**config.mk**
```make
export PLATFORM = sky130hd
export DESIGN_NAME = fifo_with_push_front_and_promote_core
export DESIGN_NICKNAME = d
export VERILOG_FILES = /design/src/sv/fwpp_pkg.sv /design/src/sv/fifo_with_push_front_and_promote_core.sv /design/src/sv/fwpp_ram.sv /design/src/sv/fwpp_ring_add.sv
export SDC_FILE = /design/constraint.sdc
export NUM_CORES = 1
export LEC_CHECK = 0
export ABC_AREA = 1
export ABC_CLOCK_PERIOD_IN_PS = 13270
export BUFFER_PORTS_ARGS = -buffer_cell sky130_fd_sc_hd__buf_2
export CORE_ASPECT_RATIO = 0.5
export CORE_MARGIN = 2
export CORE_UTILIZATION = 35
export CTS_BUF_LIST = sky130_fd_sc_hd__clkbuf_16
export CTS_CLUSTER_SIZE = 10
export DETAILED_ROUTE_END_ITERATION = 10
export PLACE_DENSITY = 0.52
export SYNTH_ARGS = -nofsm -noshare
export SYNTH_HDL_FRONTEND = slang
export SYNTH_SLANG_ARGS = --single-unit
```
**constraint.sdc**
```tcl
create_clock -name clock -period 13.27 [get_ports clock]
set_input_delay 2.654 -clock clock [delete_from_list [all_inputs] [get_ports clock]]
set_output_delay 2.654 -clock clock [all_outputs]
set_load 0.005 [all_outputs]
```
**src/sv/fwpp_pkg.sv**
```systemverilog
package fwpp_pkg;

   // default number of entries
   localparam int DEPTH_DEFAULT = 16;

   // field widths
   localparam int MODE_W      = 2;
   localparam int FLIGHT_W    = 16;
   localparam int POS_W       = 4;
   localparam int COUNT_OUT_W = 5;
   localparam int STATUS_W    = 2;

   // stream data widths, padded to whole bytes
   localparam int REQ_DATA_W = 24;
   localparam int RSP_DATA_W = 40;

   typedef enum logic [MODE_W-1:0] {
      MODE_PUSH_TAIL = 2'd0,
      MODE_POP_HEAD  = 2'd1,
      MODE_PUSH_HEAD = 2'd2,
      MODE_PROMOTE   = 2'd3
   } mode_type;

   typedef enum logic [STATUS_W-1:0] {
      STATUS_OK    = 2'd0,
      STATUS_EMPTY = 2'd1,
      STATUS_FULL  = 2'd2
   } status_type;

endpackage

```
**src/sv/fifo_with_push_front_and_promote_core.sv**
```systemverilog
// Bounded deque of 16-bit flight numbers with move-to-front, held in a ring
// buffer RAM of DEPTH entries. Each request transaction carries one operation
// (push at tail, pop from head, push at head, or promote a position to the
// head) and produces exactly one response transaction with the taken value,
// the head after the operation, the entry count and a status code. The block
// handles one request at a time: a push, or a pop or promote on an empty
// deque, passes through the EXEC, HEAD and DONE states, a pop adds POP,
// and a promote adds TAKE and, unless it names the head, one SHIFT step per
// entry in front of it and then PUT; the shift loop moves one entry per
// cycle through the single ring-address adder and the one-read one-write
// RAM port pair. DONE waits for a free output register; the next request
// is accepted once the response is parked there, even if not yet taken.
module fifo_with_push_front_and_promote_core #(
   parameter int DEPTH = fwpp_pkg::DEPTH_DEFAULT
) (
   input  logic                            clock,
   input  logic                            reset,
   // request channel
   input  logic                            req_tvalid,
   output logic                            req_tready,
   // [1:0] mode, [17:2] flight_number, [21:18] position, [23:22] zero
   input  logic [fwpp_pkg::REQ_DATA_W-1:0] req_tdata,
   // response channel
   output logic                            rsp_tvalid,
   input  logic                            rsp_tready,
   // [15:0] taken_value, [31:16] head_value, [36:32] entry_count,
   // [38:37] status, [39] zero
   output logic [fwpp_pkg::RSP_DATA_W-1:0] rsp_tdata
);

   localparam int AW = $clog2(DEPTH);
   localparam int CW = $clog2(DEPTH + 1);
   localparam int XW = (CW > fwpp_pkg::POS_W) ? CW : fwpp_pkg::POS_W;

   // sequencer states
   typedef enum logic [7:0] {
      S_IDLE  = 8'b0000_0001,
      S_EXEC  = 8'b0000_0010,
      S_POP   = 8'b0000_0100,
      S_TAKE  = 8'b0000_1000,
      S_SHIFT = 8'b0001_0000,
      S_PUT   = 8'b0010_0000,
      S_HEAD  = 8'b0100_0000,
      S_DONE  = 8'b1000_0000
   } state_type;

   state_type                           state_ff, state_in;
   fwpp_pkg::mode_type                  mode_ff, mode_in;
   logic [fwpp_pkg::FLIGHT_W-1:0]       value_ff, value_in;
   logic [fwpp_pkg::POS_W-1:0]          pos_ff, pos_in;
   logic [AW-1:0]                       head_ff, head_in;
   logic [CW-1:0]                       count_ff, count_in;
   logic [AW-1:0]                       wr_ptr_ff, wr_ptr_in;
   logic [AW-1:0]                       rd_ptr_ff, rd_ptr_in;
   logic [fwpp_pkg::POS_W-1:0]          steps_ff, steps_in;
   logic [fwpp_pkg::FLIGHT_W-1:0]       taken_ff, taken_in;
   fwpp_pkg::status_type                status_ff, status_in;
   logic                                rsp_valid_ff, rsp_valid_in;
   logic [fwpp_pkg::RSP_DATA_W-1:0]     rsp_data_ff, rsp_data_in;

   // shared ring address adder
   logic [AW-1:0] unit_base;
   logic [AW-1:0] unit_offset;
   logic [AW-1:0] unit_slot;

   // ram ports
   logic                          ram_wr_en;
   logic [AW-1:0]                 ram_wr_addr;
   logic [fwpp_pkg::FLIGHT_W-1:0] ram_wr_data;
   logic [AW-1:0]                 ram_rd_addr;
   logic [fwpp_pkg::FLIGHT_W-1:0] ram_rd_data;

   // promote position clamped to the last entry
   logic [XW-1:0] pos_x;
   logic [XW-1:0] last_x;
   logic [XW-1:0] clamp_x;

   logic                          is_full;
   logic                          is_empty;
   logic                          out_free;
   logic [fwpp_pkg::FLIGHT_W-1:0] head_value;

   assign is_full  = (count_ff == CW'(DEPTH));
   assign is_empty = (count_ff == '0);
   assign out_free = !rsp_valid_ff || rsp_tready;

   assign pos_x   = XW'(pos_ff);
   assign last_x  = XW'(count_ff) - XW'(1);
   assign clamp_x = (pos_x > last_x) ? last_x : pos_x;

   assign head_value = is_empty ? '0 : ram_rd_data;

   fwpp_ring_add #(
      .DEPTH (DEPTH)
   ) u_ring_add (
      .base   (unit_base),
      .offset (unit_offset),
      .slot   (unit_slot)
   );

   fwpp_ram #(
      .WIDTH (fwpp_pkg::FLIGHT_W),
      .DEPTH (DEPTH)
   ) u_ram (
      .clock   (clock),
      .wr_en   (ram_wr_en),
      .wr_addr (ram_wr_addr),
      .wr_data (ram_wr_data),
      .rd_addr (ram_rd_addr),
      .rd_data (ram_rd_data)
   );

   assign req_tready = (state_ff == S_IDLE);
   assign rsp_tvalid = rsp_valid_ff;
   assign rsp_tdata  = rsp_data_ff;

   always_comb begin
      state_in     = state_ff;
      mode_in      = mode_ff;
      value_in     = value_ff;
      pos_in       = pos_ff;
      head_in      = head_ff;
      count_in     = count_ff;
      wr_ptr_in    = wr_ptr_ff;
      rd_ptr_in    = rd_ptr_ff;
      steps_in     = steps_ff;
      taken_in     = taken_ff;
      status_in    = status_ff;
      rsp_valid_in = rsp_valid_ff;
      rsp_data_in  = rsp_data_ff;

      unit_base   = head_ff;
      unit_offset = '0;

      ram_wr_en   = 1'b0;
      ram_wr_addr = unit_slot;
      ram_wr_data = value_ff;
      ram_rd_addr = head_ff;

      // response leaves the output register
      if (rsp_valid_ff && rsp_tready) begin
         rsp_valid_in = 1'b0;
      end

      unique case (state_ff)
         S_IDLE: begin
            if (req_tvalid) begin
               mode_in   = fwpp_pkg::mode_type'(req_tdata[1:0]);
               value_in  = req_tdata[17:2];
               pos_in    = req_tdata[21:18];
               taken_in  = '0;
               status_in = fwpp_pkg::STATUS_OK;
               state_in  = S_EXEC;
            end
         end

         S_EXEC: begin
            state_in = S_HEAD;
            case (mode_ff)
               fwpp_pkg::MODE_PUSH_TAIL: begin
                  // write one past the last entry
                  unit_offset = AW'(count_ff);
                  if (is_full) begin
                     status_in = fwpp_pkg::STATUS_FULL;
                  end else begin
                     ram_wr_en = 1'b1;
                     count_in  = count_ff + CW'(1);
                  end
               end
               fwpp_pkg::MODE_PUSH_HEAD: begin
                  // head steps back one slot with wrap
                  unit_offset = AW'(DEPTH - 1);
                  if (is_full) begin
                     status_in = fwpp_pkg::STATUS_FULL;
                  end else begin
                     ram_wr_en = 1'b1;
                     head_in   = unit_slot;
                     count_in  = count_ff + CW'(1);
                  end
               end
               fwpp_pkg::MODE_POP_HEAD: begin
                  if (is_empty) begin
                     status_in = fwpp_pkg::STATUS_EMPTY;
                  end else begin
                     ram_rd_addr = head_ff;
                     state_in    = S_POP;
                  end
               end
               default: begin
                  // promote: fetch the chosen entry
                  unit_offset = AW'(clamp_x);
                  if (is_empty) begin
                     status_in = fwpp_pkg::STATUS_EMPTY;
                  end else begin
                     ram_rd_addr = unit_slot;
                     wr_ptr_in   = unit_slot;
                     steps_in    = fwpp_pkg::POS_W'(clamp_x);
                     state_in    = S_TAKE;
                  end
               end
            endcase
         end

         S_POP: begin
            taken_in    = ram_rd_data;
            unit_offset = AW'(1);
            head_in     = unit_slot;
            count_in    = count_ff - CW'(1);
            state_in    = S_HEAD;
         end

         S_TAKE: begin
            taken_in = ram_rd_data;
            if (steps_ff == '0) begin
               // promote of the head itself leaves the order as is
               state_in = S_HEAD;
            end else begin
               unit_base   = wr_ptr_ff;
               unit_offset = AW'(DEPTH - 1);
               ram_rd_addr = unit_slot;
               rd_ptr_in   = unit_slot;
               state_in    = S_SHIFT;
            end
         end

         S_SHIFT: begin
            // move the entry in front one slot back, prefetch the next one
            ram_wr_en   = 1'b1;
            ram_wr_addr = wr_ptr_ff;
            ram_wr_data = ram_rd_data;
            wr_ptr_in   = rd_ptr_ff;
            steps_in    = steps_ff - fwpp_pkg::POS_W'(1);
            if (steps_ff == fwpp_pkg::POS_W'(1)) begin
               state_in = S_PUT;
            end else begin
               unit_base   = rd_ptr_ff;
               unit_offset = AW'(DEPTH - 1);
               ram_rd_addr = unit_slot;
               rd_ptr_in   = unit_slot;
            end
         end

         S_PUT: begin
            // wr_ptr now points at the head slot
            ram_wr_en   = 1'b1;
            ram_wr_addr = wr_ptr_ff;
            ram_wr_data = taken_ff;
            state_in    = S_HEAD;
         end

         S_HEAD: begin
            ram_rd_addr = head_ff;
            state_in    = S_DONE;
         end

         S_DONE: begin
            if (out_free) begin
               rsp_valid_in = 1'b1;
               rsp_data_in  = {1'b0, status_ff,
                               fwpp_pkg::COUNT_OUT_W'(count_ff),
                               head_value, taken_ff};
               state_in     = S_IDLE;
            end
         end

         default: begin
            state_in = S_IDLE;
         end
      endcase
   end

   always_ff @(posedge clock) begin
      if (reset) begin
         state_ff     <= S_IDLE;
         head_ff      <= '0;
         count_ff     <= '0;
         rsp_valid_ff <= 1'b0;
      end else begin
         state_ff     <= state_in;
         head_ff      <= head_in;
         count_ff     <= count_in;
         rsp_valid_ff <= rsp_valid_in;
      end
   end

   always_ff @(posedge clock) begin
      mode_ff     <= mode_in;
      value_ff    <= value_in;
      pos_ff      <= pos_in;
      wr_ptr_ff   <= wr_ptr_in;
      rd_ptr_ff   <= rd_ptr_in;
      steps_ff    <= steps_in;
      taken_ff    <= taken_in;
      status_ff   <= status_in;
      rsp_data_ff <= rsp_data_in;
   end

endmodule

```
**src/sv/fwpp_ram.sv**
```systemverilog
module fwpp_ram #(
   parameter int WIDTH = fwpp_pkg::FLIGHT_W,
   parameter int DEPTH = fwpp_pkg::DEPTH_DEFAULT,
   localparam int AW   = $clog2(DEPTH)
) (
   input  logic             clock,
   input  logic             wr_en,
   input  logic [AW-1:0]    wr_addr,
   input  logic [WIDTH-1:0] wr_data,
   input  logic [AW-1:0]    rd_addr,
   output logic [WIDTH-1:0] rd_data
);

   logic [WIDTH-1:0] mem [DEPTH];
   logic [WIDTH-1:0] rd_data_ff;

   always_ff @(posedge clock) begin
      if (wr_en) begin
         mem[wr_addr] <= wr_data;
      end
      rd_data_ff <= mem[rd_addr];
   end

   assign rd_data = rd_data_ff;

endmodule

```
**src/sv/fwpp_ring_add.sv**
```systemverilog
module fwpp_ring_add #(
   parameter int DEPTH = fwpp_pkg::DEPTH_DEFAULT,
   localparam int AW   = $clog2(DEPTH)
) (
   input  logic [AW-1:0] base,
   input  logic [AW-1:0] offset,
   output logic [AW-1:0] slot
);

   // both operands stay below depth, so one compare and subtract wraps the sum
   logic [AW:0] sum;
   logic [AW:0] wrapped;

   assign sum     = {1'b0, base} + {1'b0, offset};
   assign wrapped = sum - (AW+1)'(DEPTH);
   assign slot    = (sum >= (AW+1)'(DEPTH)) ? wrapped[AW-1:0] : sum[AW-1:0];

endmodule

```
=== Yosys cells after proc, flatten, opt, wreduce, memory -nomap -nowiden ===
Memories as Yosys holds them, arrays and structs flattened. A register that Yosys moved wholly into a read port is not among the register bits.
Cells that the tools add are included.

* Flip-flop bits (word level): 109
* RAM bits: 256
* Input port bits: 28
* Output and inout port bits: 42
* Logic and storage cells: 125
* Memories: 1

* $add $sub $neg: 5
* $lt $le $gt $ge: 2
* Eq/ne operators: 24
* Muxes and demuxes: 54
* Reduce and logical (&&, ||, !) cells: 25

{| class="wikitable"
|+ Memory list
! name !! depth !! width !! rd ports !! clocked after memory_dff !! wr ports !! RTL line !! RTL
|-
| u_ram.mem || 16 || 16 || 1 || 1 || 1 || fwpp_ram.sv:14 || <nowiki>logic [WIDTH-1:0] mem [DEPTH];</nowiki>
|}

{| class="wikitable"
|+ Operators with widths
! operator !! number
|-
| 4-bit 2-to-1 mux || 19
|-
| 16-bit case mux with 2 select lines || 2
|-
| 8-bit case mux with 7 select lines || 1
|-
| 4-bit case mux with 2 select lines || 5
|-
| 8-bit 2-to-1 mux || 3
|-
| 4-bit case mux with 3 select lines || 2
|-
| 7-bit 2-to-1 mux || 3
|-
| 2-bit inequality test, second input constant || 10
|-
| 16-bit 2-to-1 mux || 1
|-
| 4-bit case mux with 4 select lines || 1
|-
| 3-bit AND reduction || 5
|-
| 7-bit case mux with 2 select lines || 1
|-
| 5-bit 2-to-1 mux || 2
|-
| 5-bit case mux with 2 select lines || 1
|-
| 2-bit nonzero test || 5
|-
| 8-bit by 1-bit == test with 1-bit output, second input constant || 1
|-
| 8-bit by 2-bit == test with 1-bit output, second input constant || 1
|-
| 8-bit by 3-bit == test with 1-bit output, second input constant || 1
|-
| 8-bit by 4-bit == test with 1-bit output, second input constant || 1
|-
| 8-bit by 5-bit == test with 1-bit output, second input constant || 1
|-
| 8-bit by 6-bit == test with 1-bit output, second input constant || 1
|-
| 8-bit by 7-bit == test with 1-bit output, second input constant || 1
|-
| 8-bit == test, second input constant || 1
|-
| 2-bit 2-to-1 mux || 4
|-
| 24 further kinds || 37
|}

=== Logic depth before layout (Yosys ltp) ===
Gate-level depths: netlist (run 1).

* Depth after elaboration: 11
* Mapped depth: 30
* Gate-level depth less buffers: 29

=== Cells and area by module ===
A second synthesis (run 1) with hierarchy kept.

* Cell total of the unflattened synthesis: 1652
* Area, all modules: 16718.5 um^2

{| class="wikitable"
|+ By module, submodules not included
! module !! times used !! cells an instance !! area each (um^2) !! seq. area each (um^2)
|-
| fwpp_ram || 1 || 1074 || 11380.9 || 8007.7
|-
| fifo_with_push_front_and_promote_core || 1 || 555 || 5200.0 || 3093.0
|-
| fwpp_ring_add || 1 || 23 || 137.6 || 0.0
|}

=== Least setup slack after synthesis (run 1) ===
Ideal clock, no wire load.

* Path kind: input-to-reg
* From: input port rsp_tready
* To: register rsp_data_ff (netlist bit rsp_tdata[0]) (enable)
* Library setup time: 0.435 ns
* Data arrival time: 4.362 ns
* Required time: 12.835 ns
* Setup slack: 8.473 ns
* Stages: 2
* Buffers on the path: 0
* Cells stage by stage: nor2_1 -> nor2_1

* Cells in the longest elaborated chain, start to end: 2

{| class="wikitable"
|+ Ends and longest elaborated chain
! what !! RTL line !! RTL
|-
| start, declared || fifo_with_push_front_and_promote_core.sv:25 || <nowiki>input logic rsp_tready,</nowiki>
|-
| 1-bit logical OR || fifo_with_push_front_and_promote_core.sv:85 || <nowiki>assign out_free = !rsp_valid_ff || rsp_tready;</nowiki>
|-
| 2-bit AND reduction (no line) || - ||
|-
| end signal, assigned || fifo_with_push_front_and_promote_core.sv:295 || <nowiki>rsp_data_ff <= rsp_data_in;</nowiki>
|-
| end, declared || fifo_with_push_front_and_promote_core.sv:59 || <nowiki>logic [fwpp_pkg::RSP_DATA_W-1:0] rsp_data_ff, rsp_data_in;</nowiki>
|}

No other way between the ends.
A chain may end at the register's enable or synchronous reset.

=== Worst setup path after layout (run 1) ===
* From: register count_ff[0]
* To: register u_ram.rd_data_ff[6] (netlist: u_ram.rd_data[6]) (read register of u_ram.mem)

* Cells in the longest elaborated chain, start to end: 11
* Elaborated cells on any way between the ends: 15
* Classes of those cells: add/sub: 3; order compare: 2; mux: 9; reduce/logical: 1

{| class="wikitable"
|+ Ends and longest elaborated chain
! what !! RTL line !! RTL
|-
| start, declared || fifo_with_push_front_and_promote_core.sv:52 || <nowiki>logic [CW-1:0] count_ff, count_in;</nowiki>
|-
| start signal, assigned || fifo_with_push_front_and_promote_core.sv:281 || <nowiki>count_ff <= count_in;</nowiki>
|-
| 5-bit by 1-bit subtractor with 5-bit output || fifo_with_push_front_and_promote_core.sv:88 || <nowiki>assign last_x = XW'(count_ff) - XW'(1);</nowiki>
|-
| 4-bit by 5-bit > comparator with 1-bit output || fifo_with_push_front_and_promote_core.sv:89 || <nowiki>assign clamp_x = (pos_x > last_x) ? last_x : pos_x;</nowiki>
|-
| 4-bit 2-to-1 mux || fifo_with_push_front_and_promote_core.sv:89 ||
|-
| 4-bit case mux with 3 select lines || fifo_with_push_front_and_promote_core.sv:159 || <nowiki>case (mode_ff)</nowiki>
|-
| 4-bit case mux with 4 select lines || fifo_with_push_front_and_promote_core.sv:145 || <nowiki>unique case (state_ff)</nowiki>
|-
| 4-bit by 4-bit adder with 5-bit output || fwpp_ring_add.sv:14 || <nowiki>assign sum = {1'b0, base} + {1'b0, offset};</nowiki>
|-
| 4-bit by 1-bit subtractor with 4-bit output or 5-bit >= comparator (tied branches) || fwpp_ring_add.sv:15, fwpp_ring_add.sv:16 ||
|-
| 4-bit 2-to-1 mux || fwpp_ring_add.sv:16 || <nowiki>assign slot = (sum >= (AW+1)'(DEPTH)) ? wrapped[AW-1:0] : sum[AW-1:0];</nowiki>
|-
| 4-bit 2-to-1 mux || fifo_with_push_front_and_promote_core.sv:192 || <nowiki>if (is_empty) begin</nowiki>
|-
| 4-bit 2-to-1 mux || - ||
|-
| 4-bit case mux with 3 select lines (*) || fifo_with_push_front_and_promote_core.sv:145 ||
|-
| end, declared || fwpp_ram.sv:15 || <nowiki>logic [WIDTH-1:0] rd_data_ff;</nowiki>
|}

Mark *: on every way between the ends. The rest lies on a longest branch, timed or not.

==> metrics.md, run 1 <==
| Metric | Value |
|---|---|
| WL final | 44200 um |
| Drt drc | 0 |
| GRT Util Overall | 17.5% |
| Hold Buf Count CTS | 0 |
| Register area | 11100 sq um |
| Commonest non-fill, non-tap cells in the layout | nand2_1, inv_1, edfxtp_1 |
| I/O Pins | 70 |
| Clock Latency Late Sink | 0.55 ns |
| Fin crit period | 6.04 ns |
| Most common cell after layout, fill and taps aside | nand2_1 |
| Multi-input logic area | 4450 sq um |
| Antenna-violating nets left | 0 |
| Internal power | 0.00200 W |
| Die ar. | 50700 sq um |
| Initial antenna violation count | 0 |
| First-pass GRT wire length | 66900 um |
| Post-CTS resize count | 0 |
| CP Data Arrival Time | 6.51 ns |
| GPL Wtd Cong | 0.851 |
| Number of CTS-inserted buffers | 44 |
| Net Switching | 0.000595 W |
| Mapped Cells | 1742 |
| Largest net degree at the start of global routing | 81 |
| DRT iter0 DRCs | 1022 |
| R2R depth | 27 |
| Sw Share | 23.0% |
| Routed vias | 11676 |
| Die Width | 316 um |
| WL/cell | 17.6 um |
| Combinational Power Share | 5.7% |
| Worst VDD drop | 0.0000879 V |
| Utilization after layout | 40.4% |
| Crit path max fanout | 73 |
| Crit path kind | register to register |
| Setup crit start kind | register |
| Fin. Hold Viols | 0 |
| # Post-CTS Setup Buffers | 0 |
| Slew Limit Fails | 0 |
| Clock Path Buffers | 3 |
| Synthesized area per cell | 9.80 sq um |
| # H-tree levels | 2 |
| Max Clock Freq | 166 MHz |
| Hold Path Class | register to register |
| CTS Sinks | 381 |
| Vias in the first global route | 11160 |
| Number of synthesized register bits | 381 |
| Fin nets | 1871 |
| Die height | 160 um |
| # rows | 57 |
| Period utilization | 45.5% |
| Critical Path RT | 13.74 ns |
| Syn_nets | 1783 |
| Setup TNS | 0 ns |
| Max-Cap Viols | 0 |
| Hold path cells | 0 |
| Post-synthesis to final-layout area growth | 14.4% |
| Clk pwr share | 42.3% |
| Core box area | 48400 sq um |
| Post-DR vias/cell | 4.64 |
| FILL cells | 4721 |
| PnR worst setup slack | 7.23 ns |
| Synth Cell Area | 17100 sq um |
| Initial Utilization | 35.3% |
| Pwr/cell area | 133 nW/um^2 |
| Reg clk slew, reported paths | 0.06 ns |
| Proportion of layout cells with a drive suffix above 1 | 10.4% |
| Clock root cell | clkbuf_16 |
| Status | completed |
| DR pass1 iterations | 5 |
| Total of warnings raised by yosys | 0 |
| Clock tree from TritonCTS | built |
| GR Overflow Total | 0 |
| RSZ-0062 raised after global routing | false |
| Sequential share of power | 52.0% |
| Yosys cell types | 37 |
| Port bufs | 66 |
| Leak Pwr | 8.57 nW |
| HPWL after detailed placement | 26800 um |
| Slew HR | 17.2% |
| Worst slew pin tran | 1.24 ns |
| Final Setup Violations | 0 |
| Async SR Flop Fraction | 0% |
| EDFF count, synth | 347 |
| Worst Setup Slack post-DPL | 7.29 ns |
| CP endpoint kind | register |
| Post-synth top flop | edfxtp_1 |
| Clock skew | 0.0137 ns |
| Sequential area share after synthesis | 65.0% |
worst paths after layout:
path                            slack (ns)         start          endpoint
worst max-delay path                  7.23   count_ff[0]  u_ram.rd_data[6]
worst min-delay path                  0.42  status_ff[0]     rsp_tdata[37]
worst max register to register        7.23   count_ff[0]  u_ram.rd_data[6]
worst min register to register        0.42  status_ff[0]     rsp_tdata[37]
stage by stage:
stage,std cells,hold slack [ns],area (sq um),power [W]
2_1_floorplan,1742,0.400,17100,0.00146
3_3_place_gp,2433,0.403,18200,0.00152
3_5_place_dp,2433,0.406,18200,0.00152
4_1_cts,2514,0.420,19500,0.00262
5_1_grt,2514,0.432,19500,0.00268
6_report,2515,0.422,19500,0.00259
power by group through the flow:
stage	registers, W	clock network (W)	logic [W]
final	0.00135	0.00110	0.000149
after global placement	0.00137	0	0.000149
after CTS	0.00135	0.00112	0.000150
after detailed placement	0.00137	0	0.000150
after global routing	0.00135	0.00117	0.000166
after floorplan	0.00137	0	0.0000889
critical path, stage by stage, from the launching register on:
cell	delay, ns
dfxtp_1	0.43
inv_1	0.17
ha_1	0.27
xnor2_1	0.26
ha_1	0.30
nand3_1	0.09
o21ai_0	0.09
nand2_1	0.06
o211ai_1	0.16
o21ai_0	0.41
nand2_1	0.10
nand2_1	0.10
nand3_1	0.09
ha_1	0.37
inv_1	0.20
nand2_1	0.10
o211ai_1	0.13
nand2_1	0.09
inv_2	0.31
nand3_4	0.71
buf_4	0.63
nand2_1	0.15
nand2_1	0.06
o21ai_1	0.15
nand2_1	0.09
nand2_1	0.12
nand2_1	0.10
nand2_1	0.14
cell type report:
class	count	area share, %
clock inverters	35	0.762
diodes	1	0.0128
inverters	331	6.36
flip-flops and latches	381	56.8
well taps	649	4.16
clock buffers	46	5.89
multi-input cells	967	22.8
repair buffers	105	3.19
synth_stat cells (6+ instances only):
library cell / number / area, sq um
buf_2: 32 / 160
nand3_1: 160 / 801
a21oi_1: 19 / 95.1
nor2_1: 95 / 357
nor2_2: 6 / 37.5
buf_4: 9 / 67.6
inv_1: 326 / 1220
nand4_1: 20 / 125
nand2_1: 517 / 1940
ha_1: 12 / 150
dfxtp_1: 34 / 681
o21ai_1: 32 / 160
nand2_2: 8 / 50.1
edfxtp_1: 347 / 10400
o221ai_1: 17 / 149
o21ai_0: 39 / 195
clkbuf_1: 19 / 71.3
cell families (layout without fill, tap and decap cells):
group / count (synthesis) / in the layout / share of synthesized area (%)
AOI/OAI and AO/OA: 119 / 119 / 4.04
xor gates and xnor gates: 7 / 7 / 0.359
adders and majority gates: 13 / 13 / 0.996
buffers and inverters: 394 / 517 / 9.14
DFF: 381 / 381 / 65.0
other: 1 / 2 / 0.0220
and+or+nand+nor: 827 / 827 / 20.5
registers in the layout, indices dropped and copies added, names as in the netlist:
register	cells
steps_ff	4
state_ff	8
taken_ff	16
rd_ptr_ff	4
head_ff	4
wr_ptr_ff	4
count_ff	5
value_ff	16
pos_ff	4
status_ff	2
u_ram.mem	256
rsp_tdata	39
rsp_tvalid	1
u_ram.rd_data	16
mode_ff	2
layer usage:
layer	vias up	track usage (%)	part of all wire [%]
li1	5802	-	-
met1	5566	25.2	47
met2	249	28.1	46
met3	59	2.53	5.1
met4	0	3.92	1.6
met5	-	0	0
Power figures use the tool's default switching activity.
==> run 2, diff against run 1 <==
ABC_CLOCK_PERIOD_IN_PS = 5400   (was 13270)
PLACE_DENSITY = 0.54   (was 0.52)
clock period = 5.4 ns   (was 13.27 ns; I/O delays follow)
==> run 2 against run 1 <==
Die area did not move. Via count rose by 0.91%. Non-clock buffer count rose by 22. Cell count rose by 0.48%. Largest cell class unchanged. Highest routed layer unchanged.
==> metrics.md, run 2 (synthesis results as in run 1) <==
| Metric | Value |
|---|---|
| Status | completed |
| Fin crit period | 4.88 ns (-1.16 ns) |
| Final Total Pwr | 0.00630 W (+140%) |
| Hold Path Class | register to register |
| Met2 Routed Length | 19900 um (-2.4%) |
| Reg with most FFs | u_ram.mem |
| GR Overflow Total | 0 (unchanged) |
| N_diodes | 0 (-1) |
| I/O Pins | 70 (unchanged) |
| Routed vias | 11782 (+0.91%) |
| # rows | 57 (unchanged) |
| Clock Latency Late Sink | 0.56 ns (about the same) |
| Setup crit start kind | register |
| FILL cells | 4734 (+0.28%) |
| Worst slew pin tran | 0.956 ns (-0.286 ns) |
| Die ar. | 50700 sq um (unchanged) |
| First-pass GRT wire length | 65700 um (-1.8%) |
| WL/cell | 17.3 um (-1.4%) |
| Die Width | 316 um (unchanged) |
| Post-synthesis to final-layout area growth | 15.4% |
| Fin. Hold Viols | 0 (unchanged) |
| Clk pwr share | 41.3% (-1.0 points) |
| Clock tree from TritonCTS | built |
| Proportion of layout cells with a drive suffix above 1 | 11.4% (+0.99 points) |
| GRT Util Overall | 17.3% (-0.26 points) |
| Hold path cells | 0 (unchanged) |
| Port bufs | 66 (unchanged) |
| CP endpoint kind | register |
| DR pass1 iterations | 7 (+2) |
| Setup TNS | 0 ns (unchanged) |
| Initial Utilization | 35.3% (unchanged) |
| Slowest CP cell | fa_2 |
| CP Data Arrival Time | 5.37 ns (-1.14 ns) |
| Uppermost layer routed | met4 |
| Max-Cap Viols | 0 (unchanged) |
| R2R Setup Slk | 0.52 ns (-6.71 ns) |
| WL final | 43800 um (-0.88%) |
| Critical Path RT | 5.88 ns (-7.86 ns) |
| Vias in the first global route | 10937 (-2.0%) |
| Worst r2r src | count_ff[0] |
| Most used cell, CP | nand2_1 |
| Leak Pwr | 8.64 nW (+0.90%) |
| Die height | 160 um (unchanged) |
| Core box area | 48400 sq um (unchanged) |
| CTS Sinks | 381 (unchanged) |
| Net Switching | 0.00145 W (+140%) |
| Worst VDD drop | 0.000231 V (+160%) |
| WHS Endpoint | rsp_tdata[38] |
| Hold wc startpoint | status_ff[1] |
| Pwr/cell area | 320 nW/um^2 (+140%) |
| Slew HR | 36.2% (+19 points) |
| Clock skew | 0.0217 ns (+0.00804 ns) |
| GPL Wtd Cong | 0.869 (+2.1%) |
| Combinational Power Share | 6.1% (+0.4 points) |
| Slew Limit Fails | 0 (unchanged) |
| Fin nets | 1893 (+1.2%) |
| Initial antenna violation count | 1 (+1) |
| Met3 WL | 2630 um (+17%) |
| Max Clock Freq | 205 MHz (+24%) |
| HPWL after detailed placement | 27100 um (+1.1%) |
| DRT iter0 DRCs | 1071 (+4.8%) |
| Crit path kind | register to register |
| Drt drc | 0 (unchanged) |
| Antenna-violating nets left | 0 (unchanged) |
| Clock root cell | clkbuf_16 |
| FF-to-FF End | u_ram.rd_data[2] |
| Met1 WL | 20200 um (-2.8%) |
| Commonest non-fill, non-tap cells in the layout | nand2_1, inv_1, edfxtp_1 |
| Sw Share | 23.0% (about the same) |
| Max FFs per register | 256 (unchanged) |
| Period utilization | 90.5% (+45 points) |
| Final Setup Violations | 0 (unchanged) |
| Critical path's largest stage delay | 0.64 ns (-0.07 ns) |
| Most common cell after layout, fill and taps aside | nand2_1 |
| Post-DR vias/cell | 4.66 (+0.43%) |
| Largest net degree at the start of global routing | 69 (-15%) |
| # H-tree levels | 2 (unchanged) |
| Clock Path Buffers | 3 (unchanged) |
| Number of CTS-inserted buffers | 44 (unchanged) |
| Reg clk slew, reported paths | 0.05 ns (about the same) |
| Crit path max fanout | 28 (-62%) |
| Sequential share of power | 52.6% (+0.6 points) |
| R2R depth | 29 (+7.4%) |
| RSZ-0062 raised after global routing | false |
| Internal power | 0.00485 W (+140%) |
| Hold Buf Count CTS | 0 (unchanged) |
| Utilization after layout | 40.7% (+0.35 points) |
## run 2: cell types whose count changed in the layout (fill, tap and decap cells not counted), sizes merged
cell / previous run / this run
diode: 1 / 0
clkinvlp: 0 / 1
buf: 105 / 126
inv: 363 / 355
clkbuf: 46 / 45
## run 2: metal layers
metal / global-route usage, % / vias up
met1: 24.5 / 5596
li1: - / 5853
met5: 0 / -
met3: 2.55 / 65
met4: 5.04 / 0
met2: 27.5 / 268
## run 2: metrics by stage
stage | hold slack (ns) | instances | worst slack [ns] | instance area, sq um
6_report | 0.416 | 2527 | 0.516 | 19700
5_1_grt | 0.427 | 2527 | 0.00592 | 19700
4_1_cts | 0.418 | 2524 | 0.386 | 19700
3_5_place_dp | 0.406 | 2452 | 0.426 | 18400
3_3_place_gp | 0.406 | 2452 | 0.449 | 18400
2_1_floorplan | 0.400 | 1742 | 0.945 | 17100
## run 2: worst max-delay path: cells and delay by family (launching register included)
kind,cells,cell delay [ns]
adders and majority gates,4,1.45
and+or+nand+nor,16,1.59
AOI/OAI and AO/OA,3,0.61
DFF,1,0.44
xor gates and xnor gates,1,0.16
buffers and inverters,5,0.56
## run 2: how the worst max path moves through the flow
stage                            from                 to  slack [ns]  cells after the start
final                     count_ff[0]   u_ram.rd_data[2]        0.52                     29
after global routing      count_ff[0]  u_ram.rd_data[10]       0.006                     29
after CTS                 count_ff[0]  u_ram.rd_data[15]        0.39                     27
after detailed placement  count_ff[0]  u_ram.rd_data[15]        0.43                     27
after global placement    count_ff[0]  u_ram.rd_data[15]        0.45                     28
after floorplan           count_ff[0]    u_ram.mem[0][0]        0.94                     20
## run 2: layout make-up
| class | instances | area, sq um | share of cell area [%] |
|---|---|---|---|
| Clock buffer | 44 | 1100 | 5.59 |
| Clock inverter | 28 | 126 | 0.641 |
| Timing Repair Buffer | 127 | 868 | 4.41 |
| Sequential cell | 381 | 11100 | 56.3 |
| Multi-Input combinational cell | 967 | 4450 | 22.6 |
| Tap cell | 649 | 812 | 4.12 |
| Inverter | 331 | 1240 | 6.31 |
## run 2: power by group through the flow
stage                     combinational, W  sequential (W)  clock (W)
after detailed placement          0.000381         0.00337          0
after CTS                         0.000383         0.00331    0.00265
after global placement            0.000378         0.00337          0
after global routing              0.000427         0.00332    0.00277
after floorplan                   0.000218         0.00336          0
final                             0.000384         0.00331    0.00260
## run 2: what timing repair did
item,in CTS,in global routing
gates resized for setup,0,3
setup endpoints to repair,0,56
buffers inserted,0,2
